[config.mk]
export PLATFORM = sky130hd
export DESIGN_NAME = block_min_max_mean_counts_core
export DESIGN_NICKNAME = d
export VERILOG_FILES = /design/src/rtl/bmmm_pkg.sv /design/src/rtl/block_min_max_mean_counts_core.sv /design/src/rtl/bmmm_div.sv
export VERILOG_INCLUDE_DIRS = /design/src /design/src/rtl
export SDC_FILE = /design/constraint.sdc
export NUM_CORES = 1
export LEC_CHECK = 0
export BUFFER_PORTS_ARGS = -buffer_cell sky130_fd_sc_hd__buf_2
export CAP_MARGIN = 20
export CORE_ASPECT_RATIO = 0.5
export CORE_UTILIZATION = 35
export DETAILED_ROUTE_END_ITERATION = 12
export GPL_TIMING_DRIVEN = 0
export PLACE_DENSITY = 0.47
export SETUP_SLACK_MARGIN = 0.5
export SKIP_LAST_GASP = 1
export SLEW_MARGIN = 20
export SYNTH_ARGS = -nofsm -noshare
export SYNTH_HDL_FRONTEND = slang
export SYNTH_HIERARCHICAL = 1
export SYNTH_SLANG_ARGS = --single-unit
[constraint.sdc]
create_clock -name clk -period 10.7 [get_ports clk]
set_clock_uncertainty 0.05 [all_clocks]
set_input_delay 1.605 -clock clk [delete_from_list [all_inputs] [get_ports clk]]
set_output_delay 1.605 -clock clk [all_outputs]
set_load 0.01 [all_outputs]
[src/rtl/block_min_max_mean_counts_core_macros.svh]
// ----------------------------------------------------------------------------
// block min/max/mean statistics: assertion macros
// shared property forms for the core checks
// ----------------------------------------------------------------------------
`ifndef BLOCK_MIN_MAX_MEAN_COUNTS_CORE_MACROS_SVH
`define BLOCK_MIN_MAX_MEAN_COUNTS_CORE_MACROS_SVH

// same-cycle implication
`define BMMM_ASSERT_NOW(label, clk, rst, ante, cons, msg) \
  label: assert property (@(posedge clk) disable iff (rst) (ante) |-> (cons)) \
    else $error(msg);

// next-cycle implication
`define BMMM_ASSERT_NEXT(label, clk, rst, ante, cons, msg) \
  label: assert property (@(posedge clk) disable iff (rst) (ante) |=> (cons)) \
    else $error(msg);

`endif

[src/rtl/bmmm_pkg.sv]
// ----------------------------------------------------------------------------
// bmmm_pkg
// types and fixed constants of the block min/max/mean statistics core
// ----------------------------------------------------------------------------
`default_nettype none

package bmmm_pkg;

  // width of the result count fields
  localparam int COUNT_W = 6;

  typedef enum logic [3:0] {
    S_IDLE = 4'b0001,
    S_PREP = 4'b0010,
    S_DIV  = 4'b0100,
    S_SCAN = 4'b1000
  } state_t;

endpackage

`default_nettype wire

[src/rtl/block_min_max_mean_counts_core.sv]
// ----------------------------------------------------------------------------
// block_min_max_mean_counts_core
// block statistics: max, min, truncated mean and four rescan counts
// ----------------------------------------------------------------------------
// A sample is taken at each clock edge with start high and busy low, one per
// cycle, until the sample marked last. Up to MAX_SAMPLES samples are stored;
// later ones are dropped and flag overflow. After the closing sample busy
// stays high while the serial divider works through the sum one bit at a
// time, and then while the store is rescanned one entry per cycle through its
// single read port. The result comes with done high for exactly one cycle;
// the receiver must take it then, as it cannot be held.
`default_nettype none

`include "block_min_max_mean_counts_core_macros.svh"

module block_min_max_mean_counts_core #(
  parameter int MAX_SAMPLES = 32,
  parameter int SAMPLE_BITS = 16
) (
  input  wire logic                          clk,
  input  wire logic                          rst,
  input  wire logic                          start,
  output logic                               busy,
  input  wire logic signed [SAMPLE_BITS-1:0] sample,
  input  wire logic                          last,
  output logic                               done,
  output logic signed [SAMPLE_BITS-1:0]      maximum,
  output logic signed [SAMPLE_BITS-1:0]      minimum,
  output logic signed [SAMPLE_BITS-1:0]      mean,
  output logic [bmmm_pkg::COUNT_W-1:0]       count_at_max,
  output logic [bmmm_pkg::COUNT_W-1:0]       count_at_min,
  output logic [bmmm_pkg::COUNT_W-1:0]       count_above,
  output logic [bmmm_pkg::COUNT_W-1:0]       count_below,
  output logic                               overflow
);

  import bmmm_pkg::*;

  localparam int CNT_W  = $clog2(MAX_SAMPLES + 1);
  localparam int ADDR_W = (MAX_SAMPLES > 1) ? $clog2(MAX_SAMPLES) : 1;
  localparam int SUM_W  = SAMPLE_BITS + CNT_W;

  state_t state;

  logic signed [SAMPLE_BITS-1:0] store [MAX_SAMPLES];
  logic signed [SAMPLE_BITS-1:0] rd_data;
  logic                          rd_valid;
  logic [CNT_W-1:0]              scan_idx;
  logic                          scan_issue;

  logic [CNT_W-1:0]              count;
  logic signed [SAMPLE_BITS-1:0] run_max;
  logic signed [SAMPLE_BITS-1:0] run_min;
  logic [SUM_W-1:0]              run_sum;
  logic [SUM_W-1:0]              sum_next;
  logic                          dropped;
  logic signed [SAMPLE_BITS-1:0] mean_reg;
  logic [COUNT_W-1:0]            n_max, n_min, n_above, n_below;

  logic                          accept;
  logic                          has_room;
  logic                          div_start;
  logic                          div_done;
  logic [SUM_W-1:0]              sum_mag;
  logic [SUM_W-1:0]              div_q;
  logic [SUM_W-1:0]              q_signed;

  assign busy       = state != S_IDLE;
  assign accept     = start && !busy;
  assign has_room   = count < CNT_W'(MAX_SAMPLES);
  assign sum_next   = run_sum + {{CNT_W{sample[SAMPLE_BITS-1]}}, sample};
  assign scan_issue = (state == S_SCAN) && (scan_idx < count);
  assign div_start  = state == S_PREP;
  assign sum_mag    = run_sum[SUM_W-1] ? (~run_sum + 1'b1) : run_sum;
  assign q_signed   = run_sum[SUM_W-1] ? (~div_q + 1'b1) : div_q;

  bmmm_div #(
    .DIVIDEND_W (SUM_W),
    .DIVISOR_W  (CNT_W)
  ) u_div (
    .clk      (clk),
    .rst      (rst),
    .start    (div_start),
    .dividend (sum_mag),
    .divisor  (count),
    .done     (div_done),
    .quotient (div_q)
  );

  // sample store
  always_ff @(posedge clk) begin
    if (accept && has_room) begin
      store[count[ADDR_W-1:0]] <= sample;
    end
    rd_data <= store[scan_idx[ADDR_W-1:0]];
  end

  always_ff @(posedge clk) begin
    if (rst) begin
      state    <= S_IDLE;
      count    <= '0;
      run_max  <= '0;
      run_min  <= '0;
      run_sum  <= '0;
      dropped  <= 1'b0;
      done     <= 1'b0;
      rd_valid <= 1'b0;
      scan_idx <= '0;
    end else begin
      done <= 1'b0;
      unique case (state)
        S_IDLE: begin
          if (start) begin
            if (has_room) begin
              if (count == '0) begin
                run_max <= sample;
                run_min <= sample;
              end else begin
                if (sample > run_max) run_max <= sample;
                if (sample < run_min) run_min <= sample;
              end
              run_sum <= sum_next;
              count   <= count + 1'b1;
            end else begin
              dropped <= 1'b1;
            end
            if (last) state <= S_PREP;
          end
        end
        S_PREP: begin
          scan_idx <= '0;
          rd_valid <= 1'b0;
          n_max    <= '0;
          n_min    <= '0;
          n_above  <= '0;
          n_below  <= '0;
          state    <= S_DIV;
        end
        S_DIV: begin
          if (div_done) begin
            mean_reg <= q_signed[SAMPLE_BITS-1:0];
            state    <= S_SCAN;
          end
        end
        S_SCAN: begin
          rd_valid <= scan_issue;
          if (scan_issue) scan_idx <= scan_idx + 1'b1;
          if (rd_valid) begin
            if (rd_data == run_max) n_max <= n_max + 1'b1;
            if (rd_data == run_min) n_min <= n_min + 1'b1;
            if (rd_data > mean_reg) n_above <= n_above + 1'b1;
            else if (rd_data < mean_reg) n_below <= n_below + 1'b1;
          end
          if (!scan_issue && !rd_valid) begin
            maximum      <= run_max;
            minimum      <= run_min;
            mean         <= mean_reg;
            count_at_max <= n_max;
            count_at_min <= n_min;
            count_above  <= n_above;
            count_below  <= n_below;
            overflow     <= dropped;
            done         <= 1'b1;
            count        <= '0;
            run_max      <= '0;
            run_min      <= '0;
            run_sum      <= '0;
            dropped      <= 1'b0;
            state        <= S_IDLE;
          end
        end
        default: state <= S_IDLE;
      endcase
    end
  end

  `BMMM_ASSERT_NOW(a_done_idle, clk, rst, done, !busy, "result strobe while busy")
  `BMMM_ASSERT_NEXT(a_done_pulse, clk, rst, done, !done, "result strobe longer than one cycle")
  `BMMM_ASSERT_NEXT(a_last_busy, clk, rst, accept && last, busy, "closing transfer did not start work")
  `BMMM_ASSERT_NOW(a_count_cap, clk, rst, 1'b1, count <= CNT_W'(MAX_SAMPLES), "store count past capacity")

endmodule

`default_nettype wire

[src/rtl/bmmm_div.sv]
// ----------------------------------------------------------------------------
// bmmm_div
// unsigned restoring divider, one quotient bit per cycle
// ----------------------------------------------------------------------------
`default_nettype none

module bmmm_div #(
  parameter int DIVIDEND_W = 22,
  parameter int DIVISOR_W  = 6
) (
  input  wire logic                  clk,
  input  wire logic                  rst,
  input  wire logic                  start,
  input  wire logic [DIVIDEND_W-1:0] dividend,
  input  wire logic [DIVISOR_W-1:0]  divisor,
  output logic                       done,
  output logic [DIVIDEND_W-1:0]      quotient
);

  import bmmm_pkg::*;

  localparam int STEP_W = $clog2(DIVIDEND_W + 1);

  logic [DIVISOR_W-1:0] rem;
  logic [DIVISOR_W-1:0] dvs;
  logic [STEP_W-1:0]    steps;
  logic                 running;
  logic [DIVISOR_W:0]   trial;
  logic                 fits;
  logic [DIVISOR_W:0]   diff;

  assign trial = {rem, quotient[DIVIDEND_W-1]};
  assign fits  = trial >= {1'b0, dvs};
  assign diff  = trial - {1'b0, dvs};

  always_ff @(posedge clk) begin
    if (rst) begin
      running <= 1'b0;
      done    <= 1'b0;
      steps   <= '0;
    end else begin
      done <= 1'b0;
      if (start) begin
        running  <= 1'b1;
        steps    <= STEP_W'(DIVIDEND_W);
        rem      <= '0;
        dvs      <= divisor;
        quotient <= dividend;
      end else if (running) begin
        rem      <= fits ? diff[DIVISOR_W-1:0] : trial[DIVISOR_W-1:0];
        quotient <= {quotient[DIVIDEND_W-2:0], fits};
        steps    <= steps - 1'b1;
        if (steps == STEP_W'(1)) begin
          running <= 1'b0;
          done    <= 1'b1;
        end
      end
    end
  end

endmodule

`default_nettype wire

==> flow_results.org, run 1 <==
** Setup path
- Type of element launching the critical path :: input pin
- In this run the worst setup path begins at rst.
- Sort of element at the end of the critical path :: flop
- Worst reg2reg endpoint :: count_above[4]$_DFFE_PP_
- By startpoint and endpoint, the worst setup path is classified as in2reg.
- Cell count of the worst reg-to-reg path :: 11
- Arr. time, crit path :: 4640 ps
- The startpoint identified for the worst register-to-register timing path is state[3]$_SDFFE_PP0P_.
- Worst EP required :: 11060 ps
- Maximum fanout count along the critical path :: 10
- The setup check on the worst reg-to-reg path leaves a slack of 6800 ps.

** Status
- The flow ran to the end, and the final reports show no timing, DRC or antenna violations.

** CTS
- Counting along the longest clock path gives a buffer depth of 3.
- Cell at the root of the clock tree :: sky130_fd_sc_hd__clkbuf_16
- Post-CTS setup-driven buffer insertion count :: 0
- At the later pin of the worst-skew pair, clock insertion delay measures 660 ps.
- Counting every sink on the clock net gives 755.
- Clock tree from TritonCTS :: done
- Number of clock buffers inserted by TritonCTS :: 73
- Hold repair after CTS inserted 0 buffers.
- Clock-pin transition on the worst setup and hold timing paths :: 60 ps
- CTS resizes :: 0
- H-tree level count :: 3

** Timing
- Relative slew slack :: 27.7%
- Across all hold checks on the routed design, the worst slack comes to 405 ps.
- Setup violations remaining at the end of the flow were counted as 0.
- Fmax :: 234 MHz
- Hold Vio Cnt, Final :: 0
- Summed negative setup slack over all endpoints :: 0 ps
- For the finished layout, the period the worst path requires is 4280 ps.
- After layout, the worst path uses 40.0% of the clock period.
- The number of slew-limit violations in the final report was 0.
- Slew of the pin with the lowest slew margin :: 1080 ps
- Once routing completed, OpenROAD measured the worst setup slack at 6420 ps.
- Setup repair after global routing left no endpoint under its margin.

** Logic synthesis
- Counting flops and latches in the post-synthesis netlist gives 755.
- Each instance of the synthesized netlist takes up on average 16.9 um2.
- Multiplexer area fraction after synthesis :: 13.8%
- Leading cell types by total area after synthesis :: sky130_fd_sc_hd__edfxtp_1, sky130_fd_sc_hd__mux4_2, sky130_fd_sc_hd__dfxtp_1
- Sequential elements use 67.7% of the synthesized area.
- Cell accounting for the most synthesized area :: sky130_fd_sc_hd__edfxtp_1
- The synthesized netlist devotes 3.00% of its cell area to XOR and XNOR gates.
- The synthesized netlist devotes 4.27% of its cell area to compound gates.
- Cell Area, Synth :: 32100 um2
- After technology mapping, the gate count stands at 1894.
- Number of unique standard cell types used by synthesis :: 74
- After Yosys synthesis, full adders, half adders and majority gates account for 3.75% of the synthesized area.
- Area fraction in and, or, nand and nor cells after synthesis :: 5.55%
- For this run, the number of Yosys warnings is 6.
- By area, the combinational part of the netlist is dominated by multiplexers.
- Post-synth EDFFs :: 659
- Area share of the leading cell type in the synthesized netlist :: 61.7%
- For this run, asynchronously set or reset flops after synthesis account for 0%.
- The number of nets handed over by synthesis was 2009.
- For this run, the leading register cell type out of synthesis is sky130_fd_sc_hd__edfxtp_1.

** Global routing
- GRT Residual Overflow :: 0
- All-layer global routing usage :: 18.2%
- Antenna violations before repair :: 5
- Entering global routing, the biggest net connects 46 pins.
- Number of global-route vias before repair :: 17.4k
- Wire length of the first global-routing pass :: 122000 um

** Finish
- Net count, final :: 2211
- Final std cells w/o fill :: 3355
- Area Overhead vs Synth :: 15.2%
- Core occupancy in the finished layout :: 40.8%
- Cells with a size suffix above 1 make up 23.7% of the layout.
- The register with the most flip-flops in the layout has 512 of them.
- The repair_antennas step left the layout with diodes totalling 0.
- Final cell area excluding filler cells :: 37000 um2

** Worst hold path
- WHS Endpoint :: mean[10]$_DFFE_PP_
- Tightest Hold Check Type :: reg2reg
- The worst hold path passes through 0 cells.
- The worst hold path begins at mean_reg[10]$_DFFE_PP_.

** Placement
- Pre-CTS worst setup slack :: 5750 ps
- Post-place instance area :: 34500 um2
- Number of cells in the design after placement :: 3221
- Detailed placement HPWL :: 57200 um
- At the end of routability-driven placement, the weighted congestion stood at 0.831.
- Buffers added on ports :: 94

** Power and ir drop
- Sequential fraction of design power :: 49.2%
- The internal portion of the total power is 5.20 mW.
- The completed layout was analyzed and its total power is 7.09 mW.
- Net switching is 26.7% of the power.
- The worst-case IR drop observed on VDD is 0.000118 V.
- In this run, the clock network consumes 37.4% of the power.
- Leakage :: 12.3 nW
- The analysis attributes to net switching a power of 1.89 mW.
- Total power density per cell area :: 192 nW/um2
- Combinational fraction of design power :: 13.4%

** Drt
- Summed over all layers, the routed wires come to 84000 um.
- After detailed routing, the number of remaining DRC violations is 0.
- The routed layout has 17.3k vias.
- Before antenna repair, the detailed router went through 7 iterations.
- Post-DR vias/cell :: 5.14
- Per-cell routed wire length :: 25.0 um
- In this run the remaining antenna-violating nets after routing total 0.
- After the first detailed-routing iteration, the DRC count stood at 1225.

** Floorplan
- CORE AREA :: 90700 um2
- Once the floorplan was initialized, standard cells occupied 35.4% of the core.
- Width of the chip :: 430 um
- Die height :: 216 um
- Die area :: 92900 um2
- 95 I/O pins were placed.
- The floorplan has 78 rows.

** Flow run
- Max Cap Violations :: 0
final cells by class:
cell class | instances | area [um2]
Multi-Input combinational cell | 984 | 9890
Tap cell | 1200 | 1500
Fill cell | 8200 | 53700
Inverter | 83 | 312
Timing Repair Buffer | 127 | 811
Buffer | 72 | 324
Clock buffer | 93 | 1930
Sequential cell | 755 | 21700
Clock inverter | 41 | 478
kinds of logic (layout without fill, tap and decap cells):
| kind of cell | after synthesis | after routing |
|---|---|---|
| flops | 755 | 755 |
| simple gates | 344 | 344 |
| mux | 236 | 236 |
| compound gates | 199 | 199 |
| buf+inv | 155 | 416 |
| xor+xnor | 110 | 110 |
| fa+ha+maj | 95 | 95 |
worst max-delay path by stage:
stage / to / slack, ps
after floorplan: count_above[0]$_DFFE_PP_ / 790
after global placement: count_above[5]$_DFFE_PP_ / -3490
after detailed placement: count_above[2]$_DFFE_PP_ / 5750
after CTS: count_above[4]$_DFFE_PP_ / 6450
after global routing: count_above[5]$_DFFE_PP_ / 6310
final: count_above[4]$_DFFE_PP_ / 6420
worst max-delay path, cell delays in order:
cell,delay (ps)
sky130_fd_sc_hd__buf_2,140
sky130_fd_sc_hd__clkbuf_1,440
sky130_fd_sc_hd__clkbuf_1,530
sky130_fd_sc_hd__clkbuf_1,520
sky130_fd_sc_hd__nor4_2,110
sky130_fd_sc_hd__buf_2,210
sky130_fd_sc_hd__buf_2,180
sky130_fd_sc_hd__buf_2,180
sky130_fd_sc_hd__buf_2,190
sky130_fd_sc_hd__buf_4,180
sky130_fd_sc_hd__buf_2,170
sky130_fd_sc_hd__buf_4,170
synth_stat cells (7+ instances only):
library cell	number
sky130_fd_sc_hd__mux4_2	160
sky130_fd_sc_hd__edfxtp_1	659
sky130_fd_sc_hd__a31oi_1	7
sky130_fd_sc_hd__nor2_1	113
sky130_fd_sc_hd__mux2i_1	38
sky130_fd_sc_hd__nand3_1	25
sky130_fd_sc_hd__o21bai_1	7
sky130_fd_sc_hd__o31ai_1	10
sky130_fd_sc_hd__a21oi_1	44
sky130_fd_sc_hd__nor3_1	14
sky130_fd_sc_hd__nand3b_1	14
sky130_fd_sc_hd__o21ai_1	20
sky130_fd_sc_hd__xor2_1	63
sky130_fd_sc_hd__buf_2	13
sky130_fd_sc_hd__o21a_1	11
sky130_fd_sc_hd__nor4_1	13
sky130_fd_sc_hd__buf_1	10
sky130_fd_sc_hd__and3_1	11
sky130_fd_sc_hd__a21o_1	26
sky130_fd_sc_hd__nor2b_1	11
sky130_fd_sc_hd__nand2_1	53
sky130_fd_sc_hd__xnor2_1	47
sky130_fd_sc_hd__nand4_1	18
sky130_fd_sc_hd__o21ai_0	22
sky130_fd_sc_hd__a22oi_1	11
sky130_fd_sc_hd__ha_1	93
sky130_fd_sc_hd__nand2b_1	42
sky130_fd_sc_hd__a211oi_1	9
sky130_fd_sc_hd__inv_1	78
sky130_fd_sc_hd__mux2_2	38
sky130_fd_sc_hd__clkbuf_1	45
sky130_fd_sc_hd__dfxtp_1	96
power by group through the flow:
| stage | Combinational [mW] | Sequential, mW | Clock [mW] |
|---|---|---|---|
| after CTS | 0.959 | 3.49 | 2.72 |
| final | 0.949 | 3.49 | 2.65 |
| after detailed placement | 0.953 | 3.55 | 0 |
| after floorplan | 0.689 | 3.47 | 0 |
| after global routing | 1.05 | 3.50 | 2.83 |
| after global placement | 0.930 | 3.55 | 0 |
layout by cell type, fill, tap and decap left out, drive strengths merged, types with 4 or more instances in the layout:
cell type,netlist,layout
o31ai,11,11
or4,6,6
xor2,63,63
clkinv,2,29
inv,81,84
nor2b,11,11
o21ai,43,43
edfxtp,659,659
xnor2,47,47
nor2,113,113
mux2i,38,38
nand2,55,55
a22oi,11,11
buf,27,154
or3,4,4
dfxtp,96,96
mux4,160,160
clkinvlp,0,4
a21o,26,26
o21bai,7,7
nand4,18,18
a211oi,11,11
nor3b,5,5
bufinv,0,7
nand3,25,25
a21oi,45,45
ha,93,93
o21a,11,11
mux2,38,38
nand2b,43,43
and3,11,11
nand3b,14,14
nor4,15,15
clkbuf,45,138
o211ai,6,6
a31oi,7,7
nor3,17,17
o41ai,6,6
routing by layer:
layer | track usage, % | wire (um) | vias to the layer above | share of wire, %
met4 | 4.55 | 1560 | 0 | 1.9
met1 | 26.8 | 41100 | 9004 | 49
met3 | 4.20 | 4430 | 104 | 5.3
met5 | 0 | 0 | - | 0
li1 | - | - | 7819 | -
met2 | 27.0 | 37000 | 334 | 44
(Power assumes the default switching activity.)
==> run 2, diff against run 1 <==
clock period = 4.2 ns   (was 10.7 ns; I/O delays follow)
==> flow_results.org, run 2 (synthesized netlist as in run 1, its figures left out) <==
** Drt
- Residual DRC :: 0
- For this run, the detailed router's first-pass iteration total came to 5.
- Remaining number of nets flagged by the antenna check after routing :: 0
- After detailed routing, the total wire length is 84600 um.
- For this block, the initial DRC count from the detailed router was 1340.
- Per-cell routed wire length :: 25.2 um
- After detailed routing, the number of vias per cell comes to 5.16.
- The detailed router placed 17.3k vias in this run.

** Global routing
- GRT Residual Overflow :: 0
- Antenna violations before repair :: 3
- Wire length of the first global-routing pass :: 123000 um
- All-layer global routing usage :: 18.3%
- Number of global-route vias before repair :: 17.4k
- Entering global routing, the biggest net connects 46 pins.

** Timing
- Across all setup checks in the final design, the least slack found is 743 ps.
- At the pin with the least slew margin, the transition time is 1060 ps.
- Worst hold slack across all endpoints :: 425 ps
- Fmax :: 289 MHz
- Final count of pins violating max slew :: 0
- Hold Vio Cnt, Final :: 0
- Summed negative setup slack over all endpoints :: 0 ps
- Setup repair after global routing missed its margin :: no
- The clock period could shrink to 3460 ps.
- Relative slew slack :: 29.6%
- Of the available clock period, the critical path in the final layout requires 82.3%.
- Setup Viol. Count Final :: 0

** CTS
- Clock latency of the later-clocked register in the worst-skew pair :: 670 ps
- CTS sink count :: 755
- The tree is rooted in a sky130_fd_sc_hd__clkbuf_16.
- In this run the deepest clock path goes through 3 buffers.
- Cts hold-fix bufs :: 0
- Clock-pin transition on the worst setup and hold timing paths :: 60 ps
- H-tree level count :: 3
- TritonCTS created 74 clock buffers.
- Clock tree from TritonCTS :: done
- Post-CTS timing repair inserted 0 buffers for setup.
- CTS resizes :: 0

** Power and ir drop
- IR analysis of the VDD net gives a maximum drop of 0.000289 V.
- Power after layout :: 18.0 mW
- Leakage :: 12.3 nW
- Total power density per cell area :: 484 nW/um2

** Floorplan
- Once the floorplan was initialized, standard cells occupied 35.4% of the core.
- Die height :: 216 um
- # rows :: 78
- The core region is 90700 um2.
- Die area :: 92900 um2
- Width of the chip :: 430 um
- IO Count :: 95

** Setup path
- Worst EP required :: 4680 ps
- In this run the worst path has a maximum fanout of 10.
- The most critical setup path has its endpoint at rd_data[0]$_DFF_P_.
- The signal on the critical path passes through clkbuf_1, clkbuf_1, mux4_2, mux4_2, mux2_2.
- FF-to-FF setup slack :: 740 ps
- WS Path Type :: reg2reg
- Cell count of the worst reg-to-reg path :: 5
- Type of element launching the critical path :: flop
- Library cell contributing the largest single delay on the critical path :: sky130_fd_sc_hd__clkbuf_1
- In this run the worst setup path begins at scan_idx[1]$_SDFFE_PP0P_.
- The worst register-to-register path begins at scan_idx[1]$_SDFFE_PP0P_.
- The worst setup path is captured at a flop.
- Data arrives at the worst endpoint at 3930 ps.
- For this run, the slowest stage of the critical path takes 760 ps.
- Worst reg2reg endpoint :: rd_data[0]$_DFF_P_

** Finish
- Leaving out fill and tap cells, the most frequent cell in the layout is sky130_fd_sc_hd__edfxtp_1.
- Final cell area excluding filler cells :: 37200 um2
- Measured on the finished design, the core utilization comes to 41.0%.
- Area Overhead vs Synth :: 16.0%
- Net count, final :: 2210
- Final std cells w/o fill :: 3355
- The top cell types in the final layout, fill and taps aside, are sky130_fd_sc_hd__edfxtp_1, sky130_fd_sc_hd__mux4_2, sky130_fd_sc_hd__buf_2.
- Cells with a size suffix above 1 make up 24.1% of the layout.
- The register with the most flip-flops in the layout has 512 of them.

** Placement
- Number of cells in the design after placement :: 3219
- Global placement routability congestion :: 0.850
- Input and output buffers added on the ports amount to 94.
- Prior to clock tree synthesis, the placed netlist has a worst setup slack of 322 ps.
- After detailed placement, the total cell area comes to 34800 um2.
- Detailed placement HPWL :: 57500 um

** Flow run
- The tool flagged a number of max-cap violations equal to 0.

** Worst hold path
- Tightest Hold Check Type :: reg2reg

** Status
- Outcome :: completed
==> run 2: cell types whose count changed in the layout (fill, tap and decap cells not counted), moves of 4 or more <==
cell	previous run	this run
sky130_fd_sc_hd__buf_16	1	5
sky130_fd_sc_hd__buf_6	15	22
sky130_fd_sc_hd__clkbuf_1	60	54
sky130_fd_sc_hd__nor2_4	14	18
sky130_fd_sc_hd__buf_2	118	108
sky130_fd_sc_hd__clkinv_1	11	17
==> run 2: layer usage <==
layer  wire length (um)  global-route usage [%]
met1              41700                    27.9
met5                  0                       0
met2              36800                    26.8
met4               1520                    4.13
met3               4660                    3.75
==> run 2: worst min path at each step <==
stage          depth (start not counted)              startpoint                        end  slack (ps)
2_1_floorplan                          0    dropped$_SDFFE_PP0P_         overflow$_DFFE_PP_         360
3_3_place_gp                           0   mean_reg[6]$_DFFE_PP_          mean[6]$_DFFE_PP_         410
3_5_place_dp                           0   mean_reg[6]$_DFFE_PP_          mean[6]$_DFFE_PP_         410
4_1_cts                                4                    last      state[3]$_SDFFE_PP0P_         410
5_1_grt                                0  n_max[5]$_SDFFCE_PN0P_  count_at_max[5]$_DFFE_PP_         440
6_report                               0  n_max[5]$_SDFFCE_PN0P_  count_at_max[5]$_DFFE_PP_         420
==> run 2: final cells by class <==
type                    instances  area [um2]
diodes                          1        2.50
plain buffers                  72         335
well taps                    1200        1500
flip-flops and latches        755       21700
clock buffers                  91        1960
multi-input cells             984        9960
repair buffers                125         942
clock inverters                44         474
inverters                      83         318
fillers                      8182       53500
==> run 2: power breakdown <==
group	switching (mW)	leakage, nW	total [mW]	internal (mW)
Combinational	1.41	4.40	2.42	1.02
Clock	3.03	1.17	6.71	3.68
Sequential	0.407	6.74	8.89	8.48
Total	4.84	12.3	18.0	13.2
==> run 2: critical path, delay by kind of cell, from the launching register on <==
kind	cells	cell delay [ps]
buffers and inverters	2	1310
DFF	1	560
muxes	3	1390
